$ cat config.mk
export PLATFORM = sky130hd
export DESIGN_NAME = sync_header_frame_receiver_top_flat
export DESIGN_NICKNAME = d
export VERILOG_FILES = /design/src/rtl/core/shfr_pkg.sv /design/src/rtl/core/shfr_if.sv /design/src/rtl/core/shfr_parser.sv /design/src/rtl/core/sync_header_frame_receiver_top.sv /design/src/flat_wrapper.sv
export SDC_FILE = /design/constraint.sdc
export NUM_CORES = 1
export LEC_CHECK = 0
export BUFFER_PORTS_ARGS = -buffer_cell sky130_fd_sc_hd__buf_2
export CAP_MARGIN = 15
export CORE_ASPECT_RATIO = 1.4
export CORE_UTILIZATION = 40
export DETAILED_ROUTE_END_ITERATION = 7
export GPL_TIMING_DRIVEN = 0
export PLACE_DENSITY = 0.68
export SLEW_MARGIN = 20
export SYNTH_ARGS = -nofsm -noshare
export SYNTH_HDL_FRONTEND = slang
export SYNTH_HIERARCHICAL = 1
export SYNTH_SLANG_ARGS = --single-unit
$ cat constraint.sdc
create_clock -name clk -period 21.2 [get_ports clk]
set_input_delay 0 -clock clk [delete_from_list [all_inputs] [get_ports clk]]
set_output_delay 0 -clock clk [all_outputs]
set_load 0.01 [all_outputs]
$ cat src/rtl/core/shfr_pkg.sv
`default_nettype none
// ----------------------------------------------------------------------------
// shfr_pkg
// Shared types and constants of the sync header frame receiver.
// ----------------------------------------------------------------------------
package shfr_pkg;

  // Field widths
  localparam int unsigned BYTE_W  = 8;
  localparam int unsigned WORD_W  = 16;
  localparam int unsigned CFG_IDX_W = 8;
  localparam int unsigned POS_W   = 4;

  // Payload: frame bytes three through nine
  localparam int unsigned PAYLOAD_DEPTH = 7;
  localparam int unsigned PAYLOAD_W     = PAYLOAD_DEPTH * BYTE_W;

  // Frame layout: ten bytes, the last one carries the checksum
  localparam int unsigned FRAME_BYTES = 10;
  localparam logic [POS_W-1:0] POS_FIRST_PAYLOAD = POS_W'(2);
  localparam logic [POS_W-1:0] POS_CHECKSUM      = POS_W'(FRAME_BYTES - 1);

  // Register reset values
  localparam logic [BYTE_W-1:0] HEADER_FIRST_RST  = 8'hA5;
  localparam logic [BYTE_W-1:0] HEADER_SECOND_RST = 8'h5A;

  // Register indexes
  localparam logic [CFG_IDX_W-1:0] CFG_HEADER_FIRST  = CFG_IDX_W'(0);
  localparam logic [CFG_IDX_W-1:0] CFG_HEADER_SECOND = CFG_IDX_W'(1);

  // Decoded frame
  typedef struct packed {
    logic        [BYTE_W-1:0] command;
    logic signed [WORD_W-1:0] x_value;
    logic signed [WORD_W-1:0] y_value;
    logic        [WORD_W-1:0] extra_value;
  } frame_t;

endpackage
`default_nettype wire

$ cat src/rtl/core/shfr_if.sv
`default_nettype none
// ----------------------------------------------------------------------------
// shfr interfaces
// Valid/ready channels for received bytes, decoded frames and register writes.
// ----------------------------------------------------------------------------
interface shfr_rx_if;
  logic                        valid;
  logic                        ready;
  logic [shfr_pkg::BYTE_W-1:0] rx_byte;

  modport source (output valid, output rx_byte, input ready);
  modport sink   (input valid, input rx_byte, output ready);
endinterface

interface shfr_frame_if;
  logic                               valid;
  logic                               ready;
  logic        [shfr_pkg::BYTE_W-1:0] command;
  logic signed [shfr_pkg::WORD_W-1:0] x_value;
  logic signed [shfr_pkg::WORD_W-1:0] y_value;
  logic        [shfr_pkg::WORD_W-1:0] extra_value;

  modport source (output valid, output command, output x_value, output y_value,
                  output extra_value, input ready);
  modport sink   (input valid, input command, input x_value, input y_value,
                  input extra_value, output ready);
endinterface

interface shfr_cfg_if;
  logic                           valid;
  logic                           ready;
  logic [shfr_pkg::CFG_IDX_W-1:0] index;
  logic [shfr_pkg::BYTE_W-1:0]    data;

  modport source (output valid, output index, output data, input ready);
  modport sink   (input valid, input index, input data, output ready);
endinterface
`default_nettype wire

$ cat src/rtl/core/shfr_parser.sv
`default_nettype none
// ----------------------------------------------------------------------------
// shfr_parser
// Frame state machine: header hunt, payload collection and running XOR check.
// ----------------------------------------------------------------------------
module shfr_parser (
  input  wire logic                        clk,
  input  wire logic                        rst,
  input  wire logic                        step,
  input  wire logic [shfr_pkg::BYTE_W-1:0] rx_byte,
  input  wire logic [shfr_pkg::BYTE_W-1:0] header_first,
  input  wire logic [shfr_pkg::BYTE_W-1:0] header_second,
  output logic                             hit,
  output shfr_pkg::frame_t                 frame
);

  localparam logic [1:0] PH_HUNT    = 2'd0;
  localparam logic [1:0] PH_HEADER  = 2'd1;
  localparam logic [1:0] PH_COLLECT = 2'd2;

  logic [1:0]                       phase, phase_next;
  logic [shfr_pkg::POS_W-1:0]       pos, pos_next;
  logic [shfr_pkg::BYTE_W-1:0]      csum, csum_next;
  logic [shfr_pkg::PAYLOAD_W-1:0]   payload;
  logic                             shift_in;

  // Decide the next state for the byte at the input
  always_comb begin
    phase_next = phase;
    pos_next   = pos;
    csum_next  = csum;
    shift_in   = 1'b0;
    hit        = 1'b0;
    unique case (phase)
      PH_HEADER: begin
        if (rx_byte == header_second) begin
          csum_next  = csum ^ rx_byte;
          pos_next   = shfr_pkg::POS_FIRST_PAYLOAD;
          phase_next = PH_COLLECT;
        end else begin
          phase_next = PH_HUNT;
        end
      end
      PH_COLLECT: begin
        if (pos < shfr_pkg::POS_CHECKSUM) begin
          shift_in  = (pos >= shfr_pkg::POS_FIRST_PAYLOAD);
          csum_next = csum ^ rx_byte;
          pos_next  = pos + shfr_pkg::POS_W'(1);
        end else begin
          phase_next = PH_HUNT;
          hit        = (rx_byte == csum);
        end
      end
      default: begin
        // Hunting, and the unused code behaves the same
        phase_next = PH_HUNT;
        if (rx_byte == header_first) begin
          csum_next  = rx_byte;
          pos_next   = shfr_pkg::POS_W'(1);
          phase_next = PH_HEADER;
        end
      end
    endcase
    hit = hit & step;
  end

  // Advance control state on each processed byte
  always_ff @(posedge clk) begin
    if (rst) begin
      phase <= PH_HUNT;
      pos   <= '0;
      csum  <= '0;
    end else if (step) begin
      phase <= phase_next;
      pos   <= pos_next;
      csum  <= csum_next;
    end
  end

  // Shift payload bytes in from the top; the oldest ends up in the low byte
  always_ff @(posedge clk) begin
    if (step && shift_in) begin
      payload <= {rx_byte, payload[shfr_pkg::PAYLOAD_W-1:shfr_pkg::BYTE_W]};
    end
  end

  // Little-endian words fall out of the shift order directly
  assign frame.command     = payload[7:0];
  assign frame.x_value     = payload[23:8];
  assign frame.y_value     = payload[39:24];
  assign frame.extra_value = payload[55:40];

endmodule
`default_nettype wire

$ cat src/rtl/core/sync_header_frame_receiver_top.sv
`default_nettype none
// ----------------------------------------------------------------------------
// sync_header_frame_receiver_top
// Two-byte sync header frame receiver with XOR checksum.
// ----------------------------------------------------------------------------
// Takes one received byte per transfer on rx and emits one decoded frame on
// frame for every ten-byte frame whose last byte equals the XOR of the nine
// before it; bad frames are dropped without a trace. A byte is taken every
// cycle unless a frame waits in the output register: an input register holds
// it, the state logic parses it, a good frame lands in the output register,
// so frame.valid rises once the checksum byte has passed both. A waiting frame
// holds up parsing; the input register still takes one more byte, then rx
// stalls until the frame is transferred. Header bytes are to be written
// through cfg while no frame is in progress, which the block does not enforce;
// cfg is always ready and indexes past the list are ignored.
// ----------------------------------------------------------------------------
module sync_header_frame_receiver_top (
  input  wire logic     clk,
  input  wire logic     rst,
  shfr_rx_if.sink       rx,
  shfr_frame_if.source  frame,
  shfr_cfg_if.sink      cfg
);

  logic [shfr_pkg::BYTE_W-1:0] header_first;
  logic [shfr_pkg::BYTE_W-1:0] header_second;

  logic                        in_valid;
  logic [shfr_pkg::BYTE_W-1:0] in_byte;
  logic                        proceed;

  logic                        hit;
  shfr_pkg::frame_t            parsed;

  logic                        out_valid;
  shfr_pkg::frame_t            out_data;

  // Header registers
  assign cfg.ready = 1'b1;

  always_ff @(posedge clk) begin
    if (rst) begin
      header_first  <= shfr_pkg::HEADER_FIRST_RST;
      header_second <= shfr_pkg::HEADER_SECOND_RST;
    end else if (cfg.valid) begin
      unique case (cfg.index)
        shfr_pkg::CFG_HEADER_FIRST:  header_first  <= cfg.data;
        shfr_pkg::CFG_HEADER_SECOND: header_second <= cfg.data;
        default: ;
      endcase
    end
  end

  // Process the held byte when the output register can take a result
  assign proceed  = in_valid && (!out_valid || frame.ready);
  assign rx.ready = !in_valid || proceed;

  // Input register
  always_ff @(posedge clk) begin
    if (rst) begin
      in_valid <= 1'b0;
    end else if (rx.valid && rx.ready) begin
      in_valid <= 1'b1;
    end else if (proceed) begin
      in_valid <= 1'b0;
    end
  end

  always_ff @(posedge clk) begin
    if (rx.valid && rx.ready) begin
      in_byte <= rx.rx_byte;
    end
  end

  shfr_parser u_parser (
    .clk           (clk),
    .rst           (rst),
    .step          (proceed),
    .rx_byte       (in_byte),
    .header_first  (header_first),
    .header_second (header_second),
    .hit           (hit),
    .frame         (parsed)
  );

  // Output register: load on a good frame, drop after the transfer
  always_ff @(posedge clk) begin
    if (rst) begin
      out_valid <= 1'b0;
    end else if (proceed) begin
      out_valid <= hit;
    end else if (frame.ready) begin
      out_valid <= 1'b0;
    end
  end

  always_ff @(posedge clk) begin
    if (hit) begin
      out_data <= parsed;
    end
  end

  assign frame.valid       = out_valid;
  assign frame.command     = out_data.command;
  assign frame.x_value     = out_data.x_value;
  assign frame.y_value     = out_data.y_value;
  assign frame.extra_value = out_data.extra_value;

endmodule
`default_nettype wire
$ cat src/flat_wrapper.sv
// flat-port wrapper written by rule: the top's interface ports become plain ports
module sync_header_frame_receiver_top_flat 
  (clk, rst, rx_valid, rx_rx_byte, rx_ready, frame_valid, frame_command, frame_x_value, frame_y_value, frame_extra_value, frame_ready, cfg_valid, cfg_index, cfg_data, cfg_ready);
  shfr_rx_if rx_i ();
  shfr_frame_if frame_i ();
  shfr_cfg_if cfg_i ();
  input  wire logic clk;
  input  wire logic rst;
  input wire logic [$bits(rx_i.valid)-1:0] rx_valid;
  input wire logic [$bits(rx_i.rx_byte)-1:0] rx_rx_byte;
  output wire logic [$bits(rx_i.ready)-1:0] rx_ready;
  output wire logic [$bits(frame_i.valid)-1:0] frame_valid;
  output wire logic [$bits(frame_i.command)-1:0] frame_command;
  output wire logic [$bits(frame_i.x_value)-1:0] frame_x_value;
  output wire logic [$bits(frame_i.y_value)-1:0] frame_y_value;
  output wire logic [$bits(frame_i.extra_value)-1:0] frame_extra_value;
  input wire logic [$bits(frame_i.ready)-1:0] frame_ready;
  input wire logic [$bits(cfg_i.valid)-1:0] cfg_valid;
  input wire logic [$bits(cfg_i.index)-1:0] cfg_index;
  input wire logic [$bits(cfg_i.data)-1:0] cfg_data;
  output wire logic [$bits(cfg_i.ready)-1:0] cfg_ready;
  assign rx_i.valid = rx_valid;
  assign rx_i.rx_byte = rx_rx_byte;
  assign rx_ready = rx_i.ready;
  assign frame_valid = frame_i.valid;
  assign frame_command = frame_i.command;
  assign frame_x_value = frame_i.x_value;
  assign frame_y_value = frame_i.y_value;
  assign frame_extra_value = frame_i.extra_value;
  assign frame_i.ready = frame_ready;
  assign cfg_i.valid = cfg_valid;
  assign cfg_i.index = cfg_index;
  assign cfg_i.data = cfg_data;
  assign cfg_ready = cfg_i.ready;
  sync_header_frame_receiver_top u_core (.clk(clk), .rst(rst), .rx(rx_i), .frame(frame_i), .cfg(cfg_i));
endmodule
==> metrics.txt, run 1 <==
status=finished clean; Vias per Instance=4.94; Worst Hold Depth=4; Final Non-Filler Cells=731; Post-CTS Setup Bufs=0; drt first pass iters=4; crit share post-route=15.8%; clk buf depth=2; Worst-path clk slew=0.07 ns; Final nets=567; initial core utilization=41.2%; Avg WL per Cell=14.7 µm; share of the synthesized area in the top cell type=62.6%; PortBufs=86; fin crit period=3.34 ns; Core Region=14000 µm²; DIE HEIGHT=144 µm; global-route wire length before repair=17200 µm; Mapped Cells=391; Synthesized Nets=425; post-synth top area cell=edfxtp_1; number of H-tree levels=4; PostCTS Resize Cnt=0; Final Hold Viols=0; Mean Syn Cell Area=14.7 µm²; Syn. warnings=6; dpl ws=17.86 ns; Worst setup EP type=register; setup ws final=17.86 ns; clock skew=0.0103 ns; Final Max Tran Viols=0; Worst VDD drop=0.0424 mV; pwr/cell area=89.4 nW/µm²; fraction of registers with async set/reset=0%; GRT Total Usage=15.8%; Top FF cell, synth=edfxtp_1; IO Pins=88; WHS Endpoint=u_core/header_second[7]; Routed WL=10800 µm; Post-Route Setup TNS=0 ns; FF+latch count, synth=152; CP Launch Type=register; P&R area growth vs syn=28.0%; max frequency=299 MHz; DR iter-0 viols=327; CTS Buf Count=17; layout filler cell count=1135; DRC viols=0; synth cell count leaders=edfxtp_1 (120), dfxtp_1 (32), nor2_1 (29); chip width=103 µm; Routed Antenna Nets=0; P_leak=2.62 nW; die footprint=14900 µm²; crit-path max FO=8; CTS sink cnt=152; vias in the first global route=3588; gr ovfl total=0; post-synth cell types=37; RSZ-0062 raised after global routing=no; Setup violations, final=0; placed cell count=677; layout cells sized above 1=27.3%; R2R Setup Slk=17.86 ns; routed vias=3611; most frequent cell after synthesis=edfxtp_1; Site Rows=51; clock tree root buffer cell=clkbuf_16; WS Path Type=register to register; sequential-to-total area share from yosys stat=73.7%; Syn Std Cell Area=5760 µm²; FF-to-FF Start=u_core/in_byte[6]; worst endpoint required time=21.30 ns; TritonCTS clock tree=yes; Hold Path Class=input port to register; Clock Latency Late Sink=0.41 ns; relative slew slack=52.2%; GPL Wtd Cong=0.836; Post-synth EDFFs=120; Detail Placement HPWL=7520 µm; max cap viols=0; WP data arrival=3.44 ns; initial antenna violation count=0; largest net degree at the start of global routing=17; R2R cell count=11; CTS Hold Bufs=22; FF-to-FF End=u_core/frame.extra_value[4]; worst-margin pin slew=0.714 ns; Hold Path Origin=cfg_index[5]; n_diodes=0; synth top area cells=edfxtp_1 (63%), dfxtp_1 (11%), xnor2_1 (3.6%)
[through the flow]
| step | area [µm²] | utilization, % | hold slack (ns) | power [W] |
|---|---|---|---|---|
| finish | 7370 | 52.8 | 0.0454 | 0.000659 |
| global route | 7370 | 52.8 | 0.0364 | 0.000681 |
| CTS | 7370 | 52.8 | 0.0350 | 0.000665 |
| detailed placement | 6550 | 46.9 | 0.178 | 0.000360 |
| global placement | 6420 | 46.0 | 0.182 | 0.000358 |
| floorplan | 5760 | - | 0.0694 | 0.000351 |
[cells by family after synthesis]
logic type               synth area share, %
AO/OA/AOI/OAI                           4.82
flip-flops                              73.7
XOR/XNOR                                3.65
AND/OR/NAND/NOR                         10.6
buffers and inverters                   2.95
other                                 0.0651
adder cells (fa/ha/maj)                 1.09
multiplexers                            3.13
[routing by layer]
| layer | track usage (%) | wire (µm) | vias to the layer above |
|---|---|---|---|
| li1 | - | - | 1720 |
| met1 | 17.8 | 4370 | 1718 |
| met2 | 26.9 | 5500 | 148 |
| met3 | 4.25 | 595 | 25 |
| met4 | 8.52 | 297 | 0 |
| met5 | 0 | 0 | - |
[critical path, stage by stage (launching register included)]
cell and delay [ns]:
edfxtp_1 0.41, buf_2 0.20, xnor2_1 0.19, nand4_1 0.18, nor4_2 0.58, buf_2 0.32
buf_4 0.19, buf_2 0.21, buf_4 0.18, buf_4 0.17, buf_4 0.16, buf_2 0.23
[worst max path at each step]
stage | endpoint | slack [ns] | cells after the start | from
after floorplan | u_core/frame.command[0] | 14.30 | 4 | u_core/in_byte[6]
after global placement | u_core/frame.extra_value[12] | 11.65 | 4 | u_core/in_byte[7]
after detailed placement | u_core/frame.extra_value[12] | 17.86 | 11 | u_core/in_byte[7]
after CTS | u_core/frame.extra_value[4] | 17.82 | 11 | u_core/in_byte[7]
after global routing | u_core/frame.extra_value[4] | 17.68 | 11 | u_core/in_byte[6]
final | u_core/frame.extra_value[4] | 17.86 | 11 | u_core/in_byte[6]
[where the power goes]
| group | switching, W | total, W | internal [W] |
|---|---|---|---|
| clock | 0.000116 | 0.000302 | 0.000186 |
| combinational | 0.0000142 | 0.0000299 | 0.0000157 |
| sequential | 0.00000518 | 0.000327 | 0.000322 |
[cell usage in the layout, fill, tap and decap left out, drive strengths merged, types with 2 or more instances in the layout]
| master | netlist | routed |
|---|---|---|
| a21boi | 3 | 3 |
| a21oi | 13 | 13 |
| a31oi | 8 | 8 |
| and2 | 2 | 2 |
| buf | 12 | 113 |
| bufinv | 1 | 4 |
| clkbuf | 10 | 28 |
| clkinv | 0 | 6 |
| dfxtp | 32 | 32 |
| dlygate4sd3 | 0 | 22 |
| edfxtp | 120 | 120 |
| ha | 5 | 5 |
| inv | 9 | 13 |
| mux2i | 18 | 18 |
| nand2 | 19 | 19 |
| nand2b | 17 | 17 |
| nand3 | 8 | 8 |
| nand4 | 16 | 16 |
| nor2 | 29 | 29 |
| nor2b | 8 | 8 |
| nor3 | 8 | 8 |
| nor4 | 2 | 2 |
| o2111ai | 2 | 2 |
| o21a | 2 | 2 |
| o21ai | 11 | 11 |
| o31ai | 3 | 3 |
| xnor2 | 24 | 24 |
[sequential cells by signal (all words and copies together), names as in the netlist, 8 cells and up]
name and flops:
u_core/u_parser/payload 56, u_core/frame.extra_value 16, u_core/frame.x_value 16, u_core/frame.y_value 16, u_core/frame.command 8, u_core/header_first 8
u_core/header_second 8, u_core/in_byte 8, u_core/u_parser/csum 8
[cell type report]
| cell class | count | area, µm² | area share, % |
|---|---|---|---|
| inverters | 10 | 51.3 | 0.696 |
| clock buffers | 18 | 429 | 5.82 |
| repair buffers | 123 | 768 | 10.4 |
| well taps | 185 | 231 | 3.14 |
| flip-flops and latches | 152 | 4240 | 57.6 |
| plain buffers | 22 | 119 | 1.61 |
| multi-input cells | 207 | 1360 | 18.4 |
| clock inverters | 14 | 171 | 2.33 |
Note: power is estimated with default switching activity, not from simulation.
==> run 2, diff against run 1 <==
- clock period: 21.2 -> 3.16 ns (I/O delays scaled with it)
==> metrics.txt, run 2 (same netlist as run 1, synthesis figures left out) <==
status=finished clean; Critical path buffers and inverters=5 (-3); max frequency=382 MHz (+28%); Hold Path Class=input port to register; Site Rows=51 (unchanged); RSZ-0062 raised after global routing=no; Max stage delay on crit path=0.52 ns (-0.06 ns); largest net degree at the start of global routing=19 (+2); CTS Buf Count=17 (unchanged); routed vias=3585 (-0.72%); Avg WL per Cell=15.1 µm (+2.4%); DRC viols=0 (unchanged); Final Cell Area=7340 µm² (-0.49%); GRT Total Usage=16.1% (+0.28 points); most flop-heavy register=u_core/u_parser/payload; worst endpoint required time=3.28 ns (-18.02 ns); P&R area growth vs syn=27.3%; Worst VDD drop=0.303 mV (+610%); clock tree root buffer cell=clkbuf_16; pwr/cell area=579 nW/µm² (+550%); Cell Area, Placed=6580 µm² (+0.44%); number of H-tree levels=4 (unchanged); Post-CTS Setup Bufs=0 (unchanged); clk buf depth=2 (unchanged); PortBufs=86 (unchanged); Detail Placement HPWL=7560 µm (+0.55%); most common cell after layout, fill and taps aside=edfxtp_1; Clock Latency Late Sink=0.41 ns (about the same); initial antenna violation count=0 (unchanged); TritonCTS clock tree=yes; fin crit period=2.62 ns (-0.727 ns); layout cells sized above 1=27.3% (+0.034 points); n_diodes=0 (unchanged); Final nets=559 (-1.4%); worst-margin pin slew=0.568 ns (-0.146 ns); Routed WL=10900 µm (+1.3%); CTS sink cnt=152 (unchanged); Finished Core Util=52.5% (-0.26 points); clock skew=0.0121 ns (+0.00183 ns); global-route wire length before repair=17600 µm (+1.9%); WP data arrival=2.73 ns (-0.71 ns); DIE HEIGHT=144 µm (unchanged); CP Launch Type=register; vias in the first global route=3628 (+1.1%); dpl ws=0.503 ns (-17.35 ns); Final Hold Viols=0 (unchanged); Vias per Instance=4.96 (+0.38%); max FFs per register=56 (unchanged); Final Non-Filler Cells=723 (-1.1%); Final Max Tran Viols=0 (unchanged); CTS Hold Bufs=21 (-4.5%); IO Pins=88 (unchanged); max cap viols=0 (unchanged); crit path max-delay cell type=nor4_4; GPL Wtd Cong=0.870 (+4.0%); Worst setup EP type=register; layout filler cell count=1168 (+2.9%); gr ovfl total=0 (unchanged); chip width=103 µm (unchanged); die footprint=14900 µm² (unchanged); most used cell, CP=buf_6; Core Region=14000 µm² (unchanged); DR iter-0 viols=299 (-8.6%); relative slew slack=62.0% (+9.8 points); drt first pass iters=5 (+1); Pwr Total=0.00425 W (+540%); setup ws final=0.543 ns (-17.31 ns); most frequent cells in the layout=edfxtp_1 (120), buf_2 (91), dfxtp_1 (32); crit share post-route=82.8% (+67 points); Worst-path clk slew=0.06 ns (about the same); crit-path max FO=12 (+4); WS Path Type=register to register; initial core utilization=41.2% (unchanged); Routed Antenna Nets=0 (unchanged); worst-path cell chain=buf_2, xnor2_1, nand4_1, nor4_4, buf_4, buf_6, buf_6, buf_6; Setup violations, final=0 (unchanged); placed cell count=670 (-1.0%); PostCTS Resize Cnt=0 (unchanged); Crit path max-delay family=buffers and inverters; P_leak=2.59 nW (-1.4%)
==> run 2: cell types whose count changed in the layout (fill, tap and decap cells not counted), sizes merged <==
cell | previous run | this run
dlygate4sd3 | 22 | 21
clkinvlp | 1 | 3
bufinv | 4 | 1
inv | 13 | 16
clkinv | 6 | 4
buf | 113 | 106
==> run 2: power breakdown <==
part	internal [W]	total (W)	leakage [nW]	switching [W]
sequential	0.00216	0.00220	1.34	0.0000363
clock	0.00103	0.00184	0.262	0.000812
combinational	0.000113	0.000212	0.982	0.0000987
total	0.00330	0.00425	2.59	0.000947
==> run 2: metrics by stage <==
step	TNS (ns)	hold slack, ns
2_1_floorplan	-0.0118	0.0694
3_3_place_gp	-66.08	0.179
3_5_place_dp	0	0.178
4_1_cts	0	0.0188
5_1_grt	0	0.0478
6_report	0	0.0466
==> run 2: worst paths after layout <==
path / depth (start not counted) / to / startpoint / slack [ns]
min reg2reg: 0 / u_core/frame.command[3] / u_core/u_parser/payload[3] / 0.42
max reg2reg: 8 / u_core/frame.extra_value[0] / u_core/in_byte[0] / 0.54
max: 8 / u_core/frame.extra_value[0] / u_core/in_byte[0] / 0.54
min: 4 / u_core/header_second[0] / cfg_index[5] / 0.05
==> run 2: layout make-up <==
| cell class | instances | area [µm²] | share of cell area (%) |
|---|---|---|---|
| Buffer | 22 | 138 | 1.88 |
| Clock buffer | 18 | 429 | 5.85 |
| Clock inverter | 14 | 116 | 1.59 |
| Inverter | 10 | 51.3 | 0.699 |
| Multi-Input combinational cell | 207 | 1400 | 19.0 |
| Sequential cell | 152 | 4240 | 57.9 |
| Tap cell | 185 | 231 | 3.16 |
| Timing Repair Buffer | 115 | 731 | 9.96 |
==> run 2: worst reg2reg max path, delay by kind of cell, from the launching register on <==
family,cells,cell delay (ns)
XOR/XNOR,1,0.17
buffers and inverters,5,1.03
AND/OR/NAND/NOR,2,0.72
flip-flops,1,0.41
==> run 2: metal layers <==
metal	wire [µm]	up-vias	share of wire, %	global-route usage (%)
met3	577	17	5.3	4.74
met2	5750	150	53	27.9
li1	-	1712	-	-
met5	0	-	0	0
met1	4410	1706	40	17.5
met4	175	0	1.6	8.52
